## config.mk

```make
export PLATFORM = sky130hd
export DESIGN_NAME = jtsp_datapath
export DESIGN_NICKNAME = d
export VERILOG_FILES = /design/src/jtsp_pkg.sv /design/src/jtsp_datapath.sv
export SDC_FILE = /design/constraint.sdc
export NUM_CORES = 2
export LEC_CHECK = 0
export ABC_CLOCK_PERIOD_IN_PS = 26500
export BUFFER_PORTS_ARGS = -buffer_cell sky130_fd_sc_hd__clkbuf_2
export CELL_PAD_IN_SITES_DETAIL_PLACEMENT = 1
export CELL_PAD_IN_SITES_GLOBAL_PLACEMENT = 1
export CORE_ASPECT_RATIO = 0.5
export CORE_MARGIN = 5
export CORE_UTILIZATION = 54
export CTS_CLUSTER_SIZE = 8
export DETAILED_ROUTE_END_ITERATION = 8
export PLACE_DENSITY = 0.95
export SLEW_MARGIN = 20
export SYNTH_ARGS = -nofsm -noshare
export SYNTH_HDL_FRONTEND = slang
export SYNTH_SLANG_ARGS = --single-unit
```

## constraint.sdc

```tcl
create_clock -name clk_i -period 26.5 [get_ports clk_i]
set_input_delay 2.65 -clock clk_i [delete_from_list [all_inputs] [get_ports clk_i]]
set_output_delay 2.65 -clock clk_i [all_outputs]
set_load 0.03 [all_outputs]
```

## src/jtsp_pkg.sv

```systemverilog
// Package for the JSON tokenizer: payload types, mode codes, constants.
// No dependencies.
package jtsp_pkg;
  typedef struct packed {
    logic [7:0] byte_in;
    logic       last_byte;
  } in_item_t;

  typedef struct packed {
    logic [1:0]         event_res;
    logic [2:0]         value_kind;
    logic               bool_value;
    logic signed [63:0] int_value;
    logic signed [63:0] fixed_value;
    logic [31:0]        text_start;
    logic [31:0]        text_length;
    logic [31:0]        key_start;
    logic [31:0]        key_length;
    logic signed [15:0] nest_depth;
    logic [1:0]         error_code;
  } out_item_t;

  localparam logic [1:0] EV_VALUE = 2'd0;
  localparam logic [1:0] EV_END   = 2'd1;
  localparam logic [1:0] EV_ERROR = 2'd2;

  localparam logic [2:0] VK_NULL = 3'd0;
  localparam logic [2:0] VK_BOOL = 3'd1;
  localparam logic [2:0] VK_NUM  = 3'd2;
  localparam logic [2:0] VK_STR  = 3'd3;
  localparam logic [2:0] VK_OBJ  = 3'd4;
  localparam logic [2:0] VK_ARR  = 3'd5;

  localparam logic [1:0] ERR_NONE  = 2'd0;
  localparam logic [1:0] ERR_END   = 2'd1;
  localparam logic [1:0] ERR_TOKEN = 2'd2;

  localparam logic [4:0] M_START      = 5'd0;
  localparam logic [4:0] M_STR1       = 5'd1;
  localparam logic [4:0] M_AFTER_STR1 = 5'd2;
  localparam logic [4:0] M_VALUE2     = 5'd3;
  localparam logic [4:0] M_STR2       = 5'd4;
  localparam logic [4:0] M_AFTER_END  = 5'd5;
  localparam logic [4:0] M_NUM_INT    = 5'd6;
  localparam logic [4:0] M_NUM_FRAC   = 5'd7;
  localparam logic [4:0] M_NUM_ESIGN  = 5'd8;
  localparam logic [4:0] M_NUM_EXP    = 5'd9;
  localparam logic [4:0] M_LIT_TRUE   = 5'd10;
  localparam logic [4:0] M_LIT_FALSE  = 5'd11;
  localparam logic [4:0] M_LIT_NULL   = 5'd12;
  localparam logic [4:0] M_POST_NULL  = 5'd13;
  localparam logic [4:0] M_POST_TRUE  = 5'd14;
  localparam logic [4:0] M_POST_FALSE = 5'd15;
  localparam logic [4:0] M_POST_NUM   = 5'd16;
  localparam logic [4:0] M_POST_STR   = 5'd17;
  localparam logic [4:0] M_POST_OBJ   = 5'd18;
  localparam logic [4:0] M_POST_ARR   = 5'd19;

  localparam logic [63:0] SAT_MAG = 64'h7FFF_FFFF_FFFF_FFFF;
  localparam logic [63:0] ONE_Q32 = 64'h1_0000_0000;
  localparam logic [63:0] SAT_DIV10 = SAT_MAG / 64'd10;

  // datapath commands from the controller
  typedef enum logic [3:0] {
    DC_NONE, DC_START_NUM, DC_INT_DIGIT, DC_FRAC_DIV, DC_FRAC_ADD,
    DC_EXP_DIGIT, DC_SCALE_PREP, DC_SCALE_STEP, DC_SCALE_DONE, DC_CLEAR
  } dp_op_e;

  typedef struct packed {
    dp_op_e     op;
    logic [3:0] digit;
    logic       set_neg;
  } dp_cmd_t;

  typedef struct packed {
    logic busy;
  } dp_sts_t;

  function automatic logic is_ws(input logic [7:0] c);
    return (c == 8'h20) || (c >= 8'h09 && c <= 8'h0D);
  endfunction

  function automatic logic is_dig(input logic [7:0] c);
    return c >= 8'h30 && c <= 8'h39;
  endfunction

  function automatic logic [7:0] lit_char(input logic [4:0] m, input logic [2:0] i);
    logic [7:0] r;
    r = 8'h00;
    case (m)
      M_LIT_TRUE:  case (i) 3'd1: r = "r"; 3'd2: r = "u"; 3'd3: r = "e"; default: r = 8'h00; endcase
      M_LIT_FALSE: case (i) 3'd1: r = "a"; 3'd2: r = "l"; 3'd3: r = "s"; 3'd4: r = "e";
                     default: r = 8'h00; endcase
      default:     case (i) 3'd1: r = "u"; 3'd2: r = "l"; 3'd3: r = "l"; default: r = 8'h00; endcase
    endcase
    return r;
  endfunction
endpackage

```

## src/jtsp_datapath.sv

```systemverilog
// Number datapath: integer and Q31.32 accumulators, exponent scaling.
// Depends on jtsp_pkg. One multiply by ten per cycle; a divide by ten steps through front, mid and fix.
module jtsp_datapath #(
  parameter int MAX_EXPONENT = 24
) (
  input  logic              clk_i,
  input  logic              rst_ni,
  input  jtsp_pkg::dp_cmd_t cmd_i,
  output jtsp_pkg::dp_sts_t sts_o,
  output logic [63:0]       int_o,
  output logic [63:0]       fixed_o
);
  import jtsp_pkg::*;

  localparam int EW = $clog2(MAX_EXPONENT + 1) + 1;
  localparam logic [EW-1:0] EMAX = EW'(MAX_EXPONENT);

  // phases of one divide by ten
  localparam logic [1:0] D_FRONT = 2'd0, D_MID = 2'd1, D_FIX = 2'd2;

  logic [63:0]   int_q, int_d, fix_q, fix_d, qi_q, qi_d, qf_q, qf_d;
  logic [3:0]    fk_q, fk_d;
  logic [1:0]    dph_q, dph_d;
  logic [EW-1:0] exp_q, exp_d, cnt_q, cnt_d;
  logic          neg_q, neg_d, eneg_q, eneg_d, ineg_q, ineg_d;
  logic [63:0]   add, dadd;
  logic [36:0]   prod;
  logic [67:0]   fx10;
  logic [EW+3:0] etmp;

  // fraction weight after k digits: floor(2^32 / 10^k)
  function automatic logic [32:0] frac_wt(input logic [3:0] k);
    logic [32:0] w;
    case (k)
      4'd0:    w = ONE_Q32[32:0];
      4'd1:    w = 33'd429496729;
      4'd2:    w = 33'd42949672;
      4'd3:    w = 33'd4294967;
      4'd4:    w = 33'd429496;
      4'd5:    w = 33'd42949;
      4'd6:    w = 33'd4294;
      4'd7:    w = 33'd429;
      4'd8:    w = 33'd42;
      4'd9:    w = 33'd4;
      default: w = '0;
    endcase
    return w;
  endfunction

  // x * 0.8 by shift and add, first part
  function automatic logic [63:0] d10_front(input logic [63:0] x);
    logic [63:0] q;
    q = (x >> 1) + (x >> 2);
    return q + (q >> 4);
  endfunction

  function automatic logic [63:0] d10_mid(input logic [63:0] q0);
    logic [63:0] q;
    q = q0 + (q0 >> 8);
    q = q + (q >> 16);
    return q + (q >> 32);
  endfunction

  // scale down and correct the low estimate from the remainder
  function automatic logic [63:0] d10_fix(input logic [63:0] x, input logic [63:0] qp);
    logic [63:0] q, r;
    q = qp >> 3;
    r = x - ((q << 3) + (q << 1));
    if (r > 64'd19) q = q + 64'd2;
    else if (r > 64'd9) q = q + 64'd1;
    return q;
  endfunction

  always_comb begin
    int_d = int_q; fix_d = fix_q; fk_d = fk_q; exp_d = exp_q; cnt_d = cnt_q;
    neg_d = neg_q; eneg_d = eneg_q; ineg_d = ineg_q;
    qi_d = qi_q; qf_d = qf_q; dph_d = dph_q;
    add  = {28'd0, cmd_i.digit, 32'd0};
    prod = frac_wt(fk_q) * {33'd0, cmd_i.digit};
    dadd = {27'd0, prod};
    fx10 = {4'd0, fix_q} * 68'd10 + {4'd0, add};
    etmp = {4'd0, exp_q} * (EW+4)'(10) + (EW+4)'(cmd_i.digit);
    unique case (cmd_i.op)
      DC_CLEAR, DC_START_NUM: begin
        int_d = '0; fix_d = '0; fk_d = '0; exp_d = '0; cnt_d = '0; dph_d = D_FRONT;
        neg_d = cmd_i.set_neg; eneg_d = 1'b0;
      end
      DC_INT_DIGIT: begin
        int_d = int_q * 64'd10 + {60'd0, cmd_i.digit};
        fix_d = (fx10 > {4'd0, SAT_MAG}) ? SAT_MAG : fx10[63:0];
      end
      DC_FRAC_DIV: if (fk_q != 4'd10) fk_d = fk_q + 4'd1;
      DC_FRAC_ADD: fix_d = (fix_q > SAT_MAG - dadd) ? SAT_MAG : fix_q + dadd;
      DC_EXP_DIGIT: begin
        if (cmd_i.set_neg) eneg_d = 1'b1;
        else exp_d = (etmp > (EW+4)'(EMAX)) ? EMAX : etmp[EW-1:0];
      end
      DC_SCALE_PREP: begin
        cnt_d = exp_q; dph_d = D_FRONT;
        int_d = neg_q ? 64'd0 - int_q : int_q;
        ineg_d = int_d[63];
        if (eneg_q && int_d[63]) int_d = 64'd0 - int_d;
      end
      DC_SCALE_STEP: begin
        if (cnt_q != '0) begin
          if (eneg_q) begin
            unique case (dph_q)
              D_FRONT: begin
                qi_d = d10_front(int_q); qf_d = d10_front(fix_q); dph_d = D_MID;
              end
              D_MID: begin
                qi_d = d10_mid(qi_q); qf_d = d10_mid(qf_q); dph_d = D_FIX;
              end
              default: begin
                int_d = d10_fix(int_q, qi_q); fix_d = d10_fix(fix_q, qf_q);
                dph_d = D_FRONT; cnt_d = cnt_q - 1'b1;
              end
            endcase
          end else begin
            cnt_d = cnt_q - 1'b1;
            int_d = int_q * 64'd10;
            fix_d = (fix_q > SAT_DIV10) ? SAT_MAG : fix_q * 64'd10;
          end
        end
      end
      DC_SCALE_DONE: begin
        if (eneg_q && ineg_q) int_d = 64'd0 - int_q;
        if (neg_q) fix_d = 64'd0 - fix_q;
      end
      default: ;
    endcase
  end

  always_ff @(posedge clk_i or negedge rst_ni) begin
    if (!rst_ni) begin
      int_q <= '0; fix_q <= '0; fk_q <= '0; exp_q <= '0; cnt_q <= '0;
      neg_q <= 1'b0; eneg_q <= 1'b0; ineg_q <= 1'b0;
      qi_q <= '0; qf_q <= '0; dph_q <= D_FRONT;
    end else begin
      int_q <= int_d; fix_q <= fix_d; fk_q <= fk_d; exp_q <= exp_d; cnt_q <= cnt_d;
      neg_q <= neg_d; eneg_q <= eneg_d; ineg_q <= ineg_d;
      qi_q <= qi_d; qf_q <= qf_d; dph_q <= dph_d;
    end
  end

  assign sts_o.busy = (cnt_q != '0);
  assign int_o   = int_q;
  assign fixed_o = fix_q;
endmodule

```

# == Yosys cells after proc, flatten, opt, wreduce, memory -nomap -nowiden ==
# Memory sizes are Yosys's and may differ from the RTL's.
# Index checks and enable logic that the tools add are counted.
# op_classes
n_addsub,28
mul,5
n_div,0
order_cmp,8
eq_ne,19
shifts,0
mux,36
bitwise_logic,0
n_reduce_logical,22
# op_table
op,count
$mux W64,13
$pmux W64 S5,2
$pmux W64 S2,2
$mux W62,4
$sub A1 B64 Y64 const A,3
$add A63 B62 Y64,2
$add A64 B32 Y64,2
$add A64 B48 Y64,2
$add A64 B56 Y64,2
$add A64 B60 Y64,2
$add A64 B62 Y64,2
$gt A64 B4 Y1 const B,2
$gt A64 B5 Y1 const B,2
$mul A64 B3 Y63 const B,2
$sub A64 B64 Y64,2
$add A61 B1 Y62 const B,2
$add A61 B2 Y62 const B,2
$add A68 B36 Y68,1
$gt A68 B63 Y1 const B,1
$mul A64 B3 Y67 const B,1
$add A64 B37 Y64,1
$add A64 B4 Y64,1
$gt A64 B60 Y1 const B,1
$gt A64 B64 Y1,1
35 further kinds,63
# word_totals
reg_bits,277
latchBits,0
ram_bits,0
mem_bits_ro,448
in_bits,11
out_inout_bits,129
word_cells,130
memories,1
# mem_list
name,words,width,read_ports,rd_clocked_by_memory_dff,write_ports,line_no,source
(name not given),16,28,1,0,0,jtsp_datapath.sv:34,case (k)

# == Logic depth before layout (Yosys ltp) ==
# depth
ltp_word,9
ltp_mapped,46
mapped_depth_nobuf,45

# == Worst setup path before layout ==
# OpenSTA, ideal clock, no wires.
# synth_timing
kind,input port to flip-flop
startpoint,input port cmd_i[3] (netlist name)
endpoint,register fix_q[63] (netlist: fixed_o[63])
setup_time_ns,0.137
arrival_time_ns,10.474
slack_ns,15.890
path_stages,38
path_buffers,4
cell_sequence,clkbuf_1 clkbuf_1 nand2_1 fa_1 inv_1 fa_1 ha_1 a21o_1 a21oi_1 o21bai_1 a21oi_1 nor2b_1 o2111ai_1 nand3_1 o211ai_1 o211a_1 a211oi_1 a41o_1 (+2 left out) a211oi_1 a41o_1 o41ai_1 or3_1 a21oi_1 ha_1 clkbuf_1 nand3_1 o311ai_0 and4_1 and3_1 clkbuf_1 and4_1 and2_1 nand2b_1 a21oi_1 a31oi_1 o21ai_0
# synth_via
elab_chain_len,5
elab_cells_between_ends,9
cone_classes,add/sub: 3; mul: 1; order compare: 2; mux: 3
# synth_rtl
element,line_no,source
from (decl),jtsp_datapath.sv:8,"input jtsp_pkg::dp_cmd_t cmd_i,"
$mul A33 B4 Y37,jtsp_datapath.sv:79,"prod = frac_wt(fk_q) * {33'd0, cmd_i.digit};"
$sub A63 B37 Y64,jtsp_datapath.sv:93,DC_FRAC_ADD: fix_d = (fix_q > SAT_MAG - dadd) ? SAT_MAG : fix_q + dadd;
$gt A64 B64 Y1,jtsp_datapath.sv:93,
$mux W64,jtsp_datapath.sv:93,
$pmux W64 S5 *,jtsp_datapath.sv:83,unique case (cmd_i.op)
to (signal assigned),jtsp_datapath.sv:140,int_q <= int_d; fix_q <= fix_d; fk_q <= fk_d; exp_q <= exp_d; cnt_q <= cnt_d;
to (decl),jtsp_datapath.sv:21,"logic [63:0] int_q, int_d, fix_q, fix_d, qi_q, qi_d, qf_q, qf_d;"
# Mark *: on every way between the ends. The rest lies on a longest branch, timed or not.
# A chain may end at the register's enable or synchronous reset.

# == Worst setup path in the final report ==
# layout_timing
startpoint,register qi_q[8]
endpoint,register qi_q[63]
# layout_via
elab_chain_len,4
# layout_rtl
element,line_no,source
from (decl),jtsp_datapath.sv:21,
from (signal assigned),jtsp_datapath.sv:142,qi_q <= qi_d; qf_q <= qf_d; dph_q <= dph_d;
$add A64 B56 Y64,jtsp_datapath.sv:59,q = q0 + (q0 >> 8);
$add A64 B48 Y64,jtsp_datapath.sv:60,q = q + (q >> 16);
$add A64 B32 Y64,jtsp_datapath.sv:61,return q + (q >> 32);
$pmux W64 S2,jtsp_datapath.sv:107,unique case (dph_q)
# No other way between the ends.

==> results.yml <==
global_route:
  gr-usage-all-layers_pct: 44.2
  grt_max_degree: 129
  grt_first_pass_wirelength_um: 563000
  grt_pass1_vias: 95400
  gr-total-overflow: 0
  antenna_found_initial: 20
routing:
  wl_per_cell_um: 28.4
  via_per_inst: 7.14
  drt_iter0_markers: 10300
  drt_wl_total_um: 371000
  drc: 0
  dr_total_vias: 93300
  firstDrtPassIters: 8
  ant_nets: 0
sta:
  finalHoldViolCount: 0
  fin_hold_ws_ps: 573
  tightest_slew_ps: 1200
  finClkSkew_ps: 89.4
  period_minus_slack_ps: 12070
  setup_tns_ps: 0
  setup_slack_ps: 14430
  maxSlewViolCount: 0
  setup_viol: 0
  period_share_pct: 45.5
  slew_headroom_pct: 17.4
  fmax_ghz: 0.0829
  rsz0062_at_grt: "no"
floorplanning:
  start_util_pct: 54.5
  pin_count: 140
  rows: 100
  die-area_sq_mm: 0.159
  design.core.area_sq_mm: 0.149
  die_x_um: 559
  chipHeight_um: 285
clock_tree:
  cts_tree: "yes"
  clkTransAtPathRegs_ps: 60
  hold_buffers: 0
  numCtsBuffers: 43
  cts-root-buf: "clkbuf_16"
  insertion_delay_ps: 700
  clkSinkCount: 277
  cts_setup_buffers: 0
  clockBufferDepth: 3
  cts_resized: 0
  htreeDepth: 2
setup_path:
  critPathSlowestCell: "a2111oi_0"
  endpoint_kind: "flip-flop"
  cpMostUsedCell: "a21oi_1"
  critPathKind: "reg2reg"
  cp.arrival_ps: 12620
  crit_fanout: 7
  slowest_delay_ps: 850
  path_delay_family: "compound AO/OA/AOI/OAI gates"
  path_buf_inv: 0
  critical_path_required_ps: 27060
  start_kind: "flip-flop"
layout:
  post-route-util_pct: 57.0
  num-nets-final: 12400
  syn2layout_area_growth_pct: 4.58
  drive_above_1_share_pct: 4.25
place:
  gp_congestion: 1.04
  io_buffers: 139
  place_ws_ps: 14220
  place_hpwl_um: 297000
run_status:
  status: "complete, no violations"
yosys:
  synth_seq_area_share_pct: 8.51
  ys_ff_latch: 277
  yosys-top-cells-area: "ha_1 17%, xnor2_1 8.9%, dfrtp_1 8.5%, a21oi_1 6.7%, a21o_1 4.9%"
  synth_common_cells: "1131 x ha_1, 1088 x a21oi_1, 911 x nand2_1, 829 x xnor2_1, 821 x nor2_1"
  synth_most_common_cell: "ha_1"
  synth_adder_area_share_pct: 21.8
  synth_top_cell_by_area: "ha_1"
  synth_top_family_by_area: "compound AO/OA/AOI/OAI gates"
  synthMuxAreaShare_pct: 0.630
  netlist_area_sq_mm: 0.0815
  synthDistinctLibCells: 126
  syn_inst: 11200
  yosys_warnings: 0
  yosys.area_share.simple_pct: 21.5
  synth_xor_area_share_pct: 12.3
  mappedNetlistNets: 12500
  netlist.area_leader.share_pct: 17.4
  synth_edf_count: 0
  ys.flop_type: "dfrtp_1"
  async_flop_share_pct: 100
  syn-mean-instance-area_sq_um: 7.29
  synth-compound-area-share_pct: 30.3
worst_hold_path:
  min_path_type: "reg2reg"
run:
  max-cap-violations: 0
[kinds of logic after synthesis]
kind of cell               count (synthesis)
adders and majority gates               1314
AOI/OAI and AO/OA                       3817
muxes                                     50
DFF                                      277
buffers and inverters                   1051
and+or+nand+nor                         3536
xor gates and xnor gates                1139
[final timing paths]
path,slack (ps),end,depth (start not counted),startpoint
min,570,ineg_q,2,ineg_q
max reg2reg,14430,qi_q[63],40,qi_q[8]
max,14430,qi_q[63],40,qi_q[8]
min reg2reg,570,ineg_q,2,ineg_q
max in group asynchronous,22090,qf_q[2],3,rst_ni
min in group asynchronous,2040,int_o[25],1,rst_ni
[per-stage QoR]
stage	cells	cell area, sq um
floorplan	11200	81500
global placement	13000	83900
detailed placement	13000	83900
CTS	13100	85200
global route	13100	85200
finish	13100	85200
[placed cells by master (no fill, tap or decap), types with 61 or more instances in the layout]
cell / instances
a21o_1: 533
o211ai_1: 115
nand3_1: 353
fa_1: 181
nor2b_1: 131
o21ai_0: 758
and2_1: 123
a21oi_1: 1087
nor2_1: 814
nand2b_1: 146
o21a_1: 135
ha_1: 1131
nand2_1: 907
a22oi_1: 61
o21bai_1: 135
or3_1: 83
nand4_1: 204
xnor2_1: 829
inv_1: 651
nor3_1: 256
dfrtp_1: 275
clkbuf_2: 138
buf_4: 83
a211oi_1: 133
and3_1: 146
a31oi_1: 137
xor2_1: 302
o31ai_1: 66
nor4_1: 98
[per-layer routing]
| layer | part of all wire [%] | up-vias | track usage [%] |
|---|---|---|---|
| li1 | - | 40800 | - |
| met1 | 40 | 45500 | 55.2 |
| met2 | 43 | 5278 | 70.4 |
| met3 | 9.9 | 1729 | 9.37 |
| met4 | 7.0 | 22 | 26.0 |
| met5 | 0.040 | - | 0 |
[tightest hold or removal path: cells and delay by family (launching register included)]
family,cells,cell delay [ps]
simple gates,2,160
flops,1,380
[flip-flops by register name, summed over array words and instances, names as in the netlist, 2 cells and up]
register and count:
dph_q 2, fk_q 4, cnt_q 6, fixed_o 64
exp_q 6, qf_q 64, int_o 64, qi_q 64
[cell type report]
cell class	count	area (sq um)
Clock buffer	53	1120
Inverter	653	2450
Tap cell	1989	2490
Sequential cell	277	6930
Fill cell	19300	64200
Timing Repair Buffer	224	1360
Multi-Input combinational cell	9856	70700
Antenna cell	1	2.50
Clock inverter	8	170
Power is left out: the tool's default activity adds up to more than one toggle a clock period on the data nets, which glitch-free logic cannot reach.
